### src/hw/rtl/jse_pkg.sv
// Shared constants and handshake types of the Jacobi eigensolver.
package jse_pkg;

	localparam int ORDER_MAX = 4;
	localparam int DATA_W    = 32;
	localparam int FRAC_W    = 24;
	localparam int CS_BITS   = 30;
	localparam int SQ_SHIFT  = 16;
	localparam int IDX_W     = $clog2(ORDER_MAX);
	localparam int CELL_W    = 2 * IDX_W;
	localparam int ADDR_W    = CELL_W + 1;

	localparam logic signed [DATA_W-1:0] ONE_Q = DATA_W'(64'sd1 <<< FRAC_W);

	// Start request to the rotation coefficient unit.
	typedef struct packed {
		logic                     start;
		logic signed [DATA_W-1:0] app;
		logic signed [DATA_W-1:0] aqq;
		logic signed [DATA_W-1:0] apq;
	} coef_req_t;

	// Cosine and sine in Q1.30, valid with the done pulse.
	typedef struct packed {
		logic                     done;
		logic signed [DATA_W-1:0] c;
		logic signed [DATA_W-1:0] s;
	} coef_rsp_t;

endpackage

### src/hw/rtl/jse_coef.sv
// Rotation coefficient unit: normalization, iterative square root and division.
module jse_coef import jse_pkg::*; (
	input  logic      clk,
	input  logic      arst_n,
	input  coef_req_t req,
	output coef_rsp_t rsp
);

	localparam logic [2:0] C_IDLE = 3'd0;
	localparam logic [2:0] C_NORM = 3'd1;
	localparam logic [2:0] C_SQX  = 3'd2;
	localparam logic [2:0] C_SQY  = 3'd3;
	localparam logic [2:0] C_ROOT = 3'd4;
	localparam logic [2:0] C_DIV  = 3'd5;
	localparam logic [2:0] C_TSQ  = 3'd6;
	localparam logic [2:0] C_SM   = 3'd7;

	logic [2:0]  st_q;
	logic        second_q;
	logic [32:0] x_q;
	logic [31:0] y_q;
	logic        pos_q;
	logic [63:0] sum_q;
	logic [63:0] res_q;
	logic [63:0] bit_q;
	logic [61:0] num_q;
	logic [32:0] den_q;
	logic [33:0] rem_q;
	logic [31:0] quo_q;
	logic [5:0]  cnt_q;
	logic [30:0] tm_q;
	logic [30:0] c_q;
	logic        done_q;
	logic signed [DATA_W-1:0] cout_q;
	logic signed [DATA_W-1:0] sout_q;

	logic [30:0] mul_a;
	logic [30:0] mul_b;
	logic [61:0] mul_p;
	logic [32:0] diff;
	logic [32:0] xy_or;
	logic [30:0] yy;
	logic [63:0] sq_try;
	logic [63:0] res_nxt;
	logic [33:0] rem_try;
	logic        qbit;
	logic [31:0] quo_nxt;
	logic [31:0] sm;

	assign diff   = {req.aqq[DATA_W-1], req.aqq} - {req.app[DATA_W-1], req.app};
	assign xy_or  = x_q | {1'b0, y_q};
	assign yy     = {y_q[29:0], 1'b0};
	assign mul_p  = mul_a * mul_b;
	assign sq_try = res_q + bit_q;
	assign res_nxt = (sum_q >= sq_try) ? ((res_q >> 1) + bit_q) : (res_q >> 1);
	assign rem_try = {rem_q[32:0], num_q[61]};
	assign qbit    = (rem_try >= {1'b0, den_q});
	assign quo_nxt = {quo_q[30:0], qbit};
	assign sm      = mul_p[61:CS_BITS];

	always_comb begin
		case (st_q)
			C_SQX: begin
				mul_a = x_q[30:0];
				mul_b = x_q[30:0];
			end
			C_SQY: begin
				mul_a = yy;
				mul_b = yy;
			end
			C_TSQ: begin
				mul_a = tm_q;
				mul_b = tm_q;
			end
			C_SM: begin
				mul_a = tm_q;
				mul_b = c_q;
			end
			default: begin
				mul_a = '0;
				mul_b = '0;
			end
		endcase
	end

	always_ff @(posedge clk or negedge arst_n) begin
		if (!arst_n) begin
			st_q     <= C_IDLE;
			second_q <= 1'b0;
			done_q   <= 1'b0;
		end else begin
			done_q <= 1'b0;
			case (st_q)
				C_IDLE: begin
					if (req.start) begin
						second_q <= 1'b0;
						st_q     <= C_NORM;
					end
				end
				C_NORM: begin
					if (xy_or[32:30] != 3'b000) begin
					end else if (!xy_or[29]) begin
					end else begin
						st_q <= C_SQX;
					end
				end
				C_SQX: st_q <= C_SQY;
				C_SQY: st_q <= C_ROOT;
				C_ROOT: begin
					if (bit_q == 64'd1) begin
						st_q <= C_DIV;
					end
				end
				C_DIV: begin
					if (cnt_q == 6'd0) begin
						st_q <= second_q ? C_SM : C_TSQ;
					end
				end
				C_TSQ: begin
					second_q <= 1'b1;
					st_q     <= C_ROOT;
				end
				C_SM: begin
					done_q <= 1'b1;
					st_q   <= C_IDLE;
				end
				default: st_q <= C_IDLE;
			endcase
		end
	end

	always_ff @(posedge clk) begin
		case (st_q)
			C_IDLE: begin
				if (req.start) begin
					x_q   <= diff[32] ? (~diff + 33'd1) : diff;
					y_q   <= req.apq[DATA_W-1] ? (~req.apq + 32'd1) : req.apq;
					pos_q <= (diff == 33'd0) || (diff[32] == req.apq[DATA_W-1]);
				end
			end
			C_NORM: begin
				if (xy_or[32:30] != 3'b000) begin
					x_q <= x_q >> 1;
					y_q <= y_q >> 1;
				end else if (!xy_or[29]) begin
					x_q <= x_q << 1;
					y_q <= y_q << 1;
				end
			end
			C_SQX: sum_q <= 64'(mul_p);
			C_SQY: begin
				sum_q <= sum_q + 64'(mul_p);
				res_q <= '0;
				bit_q <= 64'd1 << 62;
			end
			C_ROOT: begin
				if (sum_q >= sq_try) begin
					sum_q <= sum_q - sq_try;
				end
				res_q <= res_nxt;
				bit_q <= bit_q >> 2;
				if (bit_q == 64'd1) begin
					rem_q <= '0;
					quo_q <= '0;
					cnt_q <= 6'd61;
					if (second_q) begin
						den_q <= res_nxt[32:0];
						num_q <= 62'd1 << 60;
					end else begin
						den_q <= x_q + res_nxt[32:0];
						num_q <= {yy, 31'd0} >> 1;
					end
				end
			end
			C_DIV: begin
				rem_q <= qbit ? (rem_try - {1'b0, den_q}) : rem_try;
				num_q <= num_q << 1;
				quo_q <= quo_nxt;
				cnt_q <= cnt_q - 6'd1;
				if (cnt_q == 6'd0) begin
					if (second_q) begin
						c_q <= quo_nxt[30:0];
					end else begin
						tm_q <= quo_nxt[30:0];
					end
				end
			end
			C_TSQ: begin
				sum_q <= 64'(mul_p) + (64'd1 << 60);
				res_q <= '0;
				bit_q <= 64'd1 << 62;
			end
			C_SM: begin
				cout_q <= DATA_W'(c_q);
				sout_q <= pos_q ? $signed(sm) : $signed(~sm + 32'd1);
			end
			default: begin
			end
		endcase
	end

	assign rsp.done = done_q;
	assign rsp.c    = cout_q;
	assign rsp.s    = sout_q;

endmodule

### config.mk
export PLATFORM = sky130hd
export DESIGN_NAME = jse_coef
export DESIGN_NICKNAME = d
export VERILOG_FILES = /design/src/hw/rtl/jse_pkg.sv /design/src/hw/rtl/jse_coef.sv
export SDC_FILE = /design/constraint.sdc
export NUM_CORES = 2
export LEC_CHECK = 0
export BUFFER_PORTS_ARGS = -buffer_cell sky130_fd_sc_hd__buf_4
export CELL_PAD_IN_SITES_DETAIL_PLACEMENT = 0
export CELL_PAD_IN_SITES_GLOBAL_PLACEMENT = 1
export CORE_MARGIN = 5
export CORE_UTILIZATION = 55
export CTS_CLUSTER_SIZE = 24
export DETAILED_ROUTE_END_ITERATION = 10
export PLACE_DENSITY_LB_ADDON = 0.1
export SLEW_MARGIN = 30
export SYNTH_ARGS = -nofsm -noshare
export SYNTH_HDL_FRONTEND = slang
export SYNTH_SLANG_ARGS = --single-unit
### constraint.sdc
create_clock -name clk -period 38.5 [get_ports clk]
set_clock_uncertainty 0.15 [all_clocks]
set_input_delay 1.925 -clock clk [delete_from_list [all_inputs] [get_ports clk]]
set_output_delay 1.925 -clock clk [all_outputs]
set_load 0.02 [all_outputs]
Word-level counts from Yosys, hierarchy flattened
Cells that the tools add are included.
{"block": "totals", "reg_bits": 552, "latchBits": 0, "ramBits": 0, "mem_bits_ro": 0, "inputBits": 99, "output_inout_bits": 65, "elab_cells": 114, "memories": 0}
{"block": "op_classes", "add_sub_neg": 12, "mul": 1, "div": 0, "order_cmp": 2, "n_eq_ne": 16, "n_shift": 0, "n_mux": 39, "bitwise_logic": 5, "reduce_logical": 21}
{"operator": "$pmux W64 S2", "count": 2}
{"operator": "$pmux W64 S4", "count": 1}
{"operator": "$mux W33", "count": 7}
{"operator": "$mux W32", "count": 5}
{"operator": "$pmux W33 S2", "count": 2}
{"operator": "$mux W64", "count": 2}
{"operator": "$pmux W31 S4", "count": 1}
{"operator": "$pmux W62 S2", "count": 1}
{"operator": "$pmux W31 S3", "count": 1}
{"operator": "$add A32 B1 Y32 const B", "count": 2}
{"operator": "$add A63 B64 Y64", "count": 1}
{"operator": "$add A64 B62 Y64", "count": 1}
{"operator": "$add A64 B64 Y64", "count": 1}
{"operator": "$eq A64 B1 Y1 const B", "count": 1}
{"operator": "$ge A64 B64 Y1", "count": 1}
{"operator": "$not A32 Y32", "count": 2}
{"operator": "$pmux W32 S2", "count": 1}
{"operator": "$sub A64 B64 Y64", "count": 1}
{"operator": "$add A62 B61 Y63 const B", "count": 1}
{"operator": "$mul A31 B31 Y62", "count": 1}
{"operator": "$mux W62", "count": 1}
{"operator": "$mux W61", "count": 1}
{"operator": "$pmux W30 S2", "count": 1}
{"operator": "$ge A34 B33 Y1", "count": 1}
{"operator": "32 further kinds", "count": 57}

Logic depth before layout (Yosys ltp)
{"block": "logic_depth", "depth_word": 7, "mapped_depth": 48, "depth_no_buf": 44}

Worst setup path after synthesis
Ideal clock, no wire load.
{"block": "synth_timing", "path_type": "register to register", "start": "reg st_q[2]", "end": "reg sum_q[60] (data pin)", "setup_ns": 0.275, "arrival_time_ns": 12.168, "required_time_ns": 38.075, "setup_slack_ns": 25.907, "stages_incl_launch_ff": 43, "path_buffers": 5, "synth_period_minus_slack_ns": 12.593, "cell_sequence": "dfrtp_1 -> clkbuf_1 -> clkbuf_1 -> and3_1 -> clkbuf_1 -> clkbuf_1 -> a221o_1 -> clkbuf_1 -> nand2_1 -> fa_1 -> inv_1 -> fa_1 -> inv_1 -> fa_1 -> inv_1 -> fa_1 -> inv_1 -> fa_1 -> [7 not listed] -> a221oi_1 -> o21ai_1 -> nand2b_1 -> xnor2_1 -> inv_1 -> ha_1 -> a21oi_1 -> o21ai_0 -> a21oi_1 -> o21ai_0 -> a2111oi_0 -> or3_1 -> o31a_1 -> o31a_1 -> o21ai_1 -> a221oi_1 -> xnor2_1 -> o221ai_1"}
{"block": "synth_between", "elab_chain_cells": 6}
{"element": "start: declaration", "line": "jse_coef.sv:18", "rtl": "logic [2:0] st_q;"}
{"element": "start signal: assignment", "line": "jse_coef.sv:116", "rtl": "st_q <= second_q ? C_SM : C_TSQ;"}
{"element": "$eq A3 B3 Y1 (on tied branches)", "line": "jse_coef.sv:62, jse_coef.sv:133"}
{"element": "$reduce_or A2 Y1 (no line)"}
{"element": "$pmux W31 S3", "line": "jse_coef.sv:62", "rtl": "case (st_q)"}
{"element": "$mul A31 B31 Y62", "line": "jse_coef.sv:53", "rtl": "assign mul_p = mul_a * mul_b;"}
{"element": "$add A64 B62 Y64 or $add A62 B61 Y63 (tied branches)", "line": "jse_coef.sv:152, jse_coef.sv:189"}
{"element": "$pmux W64 S4 *", "line": "jse_coef.sv:133", "rtl": "case (st_q)"}
{"element": "end signal: assignment", "line": "jse_coef.sv:150", "rtl": "C_SQX: sum_q <= 64'(mul_p);"}
{"element": "end signal: assignment", "line": "jse_coef.sv:152", "rtl": "sum_q <= sum_q + 64'(mul_p);"}
{"element": "end signal: assignment", "line": "jse_coef.sv:158", "rtl": "sum_q <= sum_q - sq_try;"}
{"element": "end: declaration", "line": "jse_coef.sv:23", "rtl": "logic [63:0] sum_q;"}
Mark *: on every way between the ends. The rest lies on a longest branch, timed or not.
A chain may end at the register's enable or synchronous reset.

Worst setup path after layout
{"block": "layout_timing", "start": "reg st_q[0]", "end": "reg sum_q[61] (data pin)"}
Same word-level chain as after synthesis.

==> flow_metrics.tcl <==
set metrics [dict create \
    synth_top_area_frac 0.239 \
    clk_pin_slew_worst_paths_ns 0.06 \
    crit_path_max_fanout 19 \
    clk_latency_ns 0.67 \
    syn_area_per_cell_um2 8.81 \
    synth_top_cell_by_area "fa_1" \
    ys_ff_latch 489 \
    synthCells 8015 \
    synth_edf_count 484 \
    syn2layout_area_growth_pct 7.11 \
    slew_headroom 0.236 \
    first_pass_iters 6 \
    synth_warnings 0 \
    status "completed" \
    yosys.cell_types.count 100 \
    cts_buffers 55 \
    async_flop_share 0.0102 \
    final_net_count 9490 \
    critPathKind "flip-flop to flip-flop" \
    yosysSeqAreaShare 0.208 \
    grt_setup_unrepaired "no" \
    cp_slowest_cell "and2_0" \
    worst_pin_slew_ns 1.15 \
    initial_core_util 0.553 \
    synth_area_leaders "fa_1 24%, edfxtp_1 21%, ha_1 9.9%, nand2_1 5.4%, inv_1 5.1%" \
    end_kind "flip-flop" \
    design.core.area_um2 128000 \
    routed_wl_um 257000 \
    hold_path.class "flip-flop to flip-flop" \
    port_buffers 162 \
    cts_tree "built" \
    num_vias 61000 \
    grt_pass1_wl_um 380000 \
    viasPerCell 6.29 \
    cts.repair.resized 0 \
    htreeDepth 2 \
    rows 131 \
    netlist_area_um2 70600 \
    synth_ff_type "edfxtp_1" \
    fin_crit_sh 0.372 \
    drive_above_1_share 0.0666 \
    dpl.hpwl_um 203000 \
    die_height_um 368 \
    r2r-end "sum_q[61]$_DFFE_PP_" \
    reg2reg_setup_slack_ns 24.17 \
    reg2regPathDepth 37 \
    crit_arrival_ns 14.67 \
    drv_cap 0 \
    die_area_um2 136000 \
    hold_violations 0 \
    yosysMostFrequentCell "nand2_1" \
    grt_max_degree 99 \
    holdPathEnd "c_q[30]$_DFFE_PP_" \
    fin_cells 9704 \
    syn_nets 9513 \
    cts.sinks 489 \
    drt_iter0_drc 6446 \
    grt_overflow 0 \
    synth_common_cells "1016 x nand2_1, 956 x inv_1, 880 x nor2_1" \
    period_needed_ns 14.33 \
    ctsHoldBuffers 0 \
    holdWs_ns 0.305 \
    min_path_cells 0 \
    final_max_slew_viol_count 0 \
    wl_per_cell_um 26.4 \
    gp_congestion 1.04 \
    worstPathRequired_ns 38.85 \
    hp-start "quo_q[29]$_SDFFCE_PN0P_" \
    cts_buffer_depth 3 \
    setup_viol 0 \
    ios 164 \
    clock-root-buffer "clkbuf_16" \
    post-cts-setup-buffers 0 \
    clock.fmax_mhz 69.8 \
    nFillCells 11500 \
    place_area_um2 73800 \
    dieWidth_um 368 \
    grt_pass1_vias 60000 \
    drtAntennaViolNets 0 \
    worst_path_most_repeated_cell "fa_1" \
    setup_tns_ns 0 \
    grt_usage 0.371 \
    fin_area_um2 75600 \
    cpPeakStageDelay_ns 0.89 \
    detail_route.drc_violations 0 \
    critPathLaunchType "flip-flop" \
    antenna_found_initial 14 \
    r2r-start "st_q[0]$_DFFE_PN0P_" \
    dp.cells 9596 \
]
final cells by class:
| class | instances | area (um^2) | share of cell area |
|---|---|---|---|
| multi-input cells | 6195 | 51300 | 0.679 |
| flip-flops and latches | 489 | 14700 | 0.194 |
| inverters | 959 | 3600 | 0.0476 |
| repair buffers | 292 | 2220 | 0.0294 |
| well taps | 1662 | 2080 | 0.0275 |
| clock buffers | 69 | 1450 | 0.0192 |
| clock inverters | 30 | 250 | 0.00331 |
| diodes | 8 | 20.0 | 0.000265 |
cells in the final DEF (no fill, tap or decap), types with 38 or more instances in the layout:
master     instances
a211oi_1          50
a21o_1           197
a21oi_1          391
a22oi_1           39
a31oi_1          142
and2_1           129
and3_1            71
buf_4            289
clkbuf_16         56
edfxtp_1         484
fa_1             842
ha_1             557
inv_1            955
mux2i_1           58
nand2_1         1012
nand3_1           97
nand4_1           88
nor2_1           872
nor2b_1           38
nor3_1            83
o21a_1            66
o21ai_0          308
o21ai_1           48
o21bai_1          73
o31ai_1           44
or3_1             45
xnor2_1          258
xor2_1           189
metrics by stage:
step | util | setup WS, ns
global placement | 0.578 | 24.62
detailed placement | 0.579 | 24.47
floorplan | - | 25.91
finish | 0.593 | 24.17
CTS | 0.592 | 24.44
global route | 0.593 | 23.65
routing by layer:
metal  GRT usage  part of all wire  up-vias
met3      0.0929              0.11      725
met1       0.495              0.40    30100
met5           0           0.00012        -
met2       0.558              0.43     3121
li1            -                 -    27000
met4       0.195             0.068        4
state kept, by name, indices dropped and copies added, names as in the netlist:
signal and count:
res_q 64, sum_q 64, den_q 33, rem_q 33, x_q 33, bit_q 32, sout_q 32, y_q 32
c_q 31, cout_q 31, num_q 31, tm_q 31, quo_q 30, cnt_q 6, st_q 3, done_q 1
pos_q 1, second_q 1
worst max path at each step:
stage,endpoint,cells past startpoint,slack [ns],from
6_report,sum_q[61]$_DFFE_PP_,37,24.17,st_q[0]$_DFFE_PN0P_
5_1_grt,sum_q[61]$_DFFE_PP_,37,23.65,st_q[0]$_DFFE_PN0P_
2_1_floorplan,sum_q[60]$_DFFE_PP_,42,25.91,st_q[2]$_DFFE_PN0P_
3_3_place_gp,sum_q[61]$_DFFE_PP_,37,24.62,st_q[0]$_DFFE_PN0P_
3_5_place_dp,sum_q[60]$_DFFE_PP_,34,24.47,st_q[0]$_DFFE_PN0P_
4_1_cts,sum_q[60]$_DFFE_PP_,34,24.44,st_q[0]$_DFFE_PN0P_
logic make-up (layout without fill, tap and decap cells):
group,after synthesis,after routing,synth area share
xor gates and xnor gates,450,450,0.0558
muxes,83,83,0.0122
and+or+nand+nor,2587,2587,0.161
other,1,9,0.0000531
adders and majority gates,1399,1399,0.338
DFF,489,489,0.208
buffers and inverters,1331,1350,0.0712
AOI/OAI and AO/OA,1675,1675,0.155
critical path, delay by kind of cell (launching register included):
family                     cells  cell delay (ns)
AOI/OAI and AO/OA             14             3.56
adders and majority gates     10             5.25
buffers and inverters          3             0.21
xor gates and xnor gates       1             0.76
DFF                            1             0.55
and+or+nand+nor                9             3.66
Power is left out: the tool's default activity adds up to more than one toggle a clock period on the data nets, which glitch-free logic cannot reach.
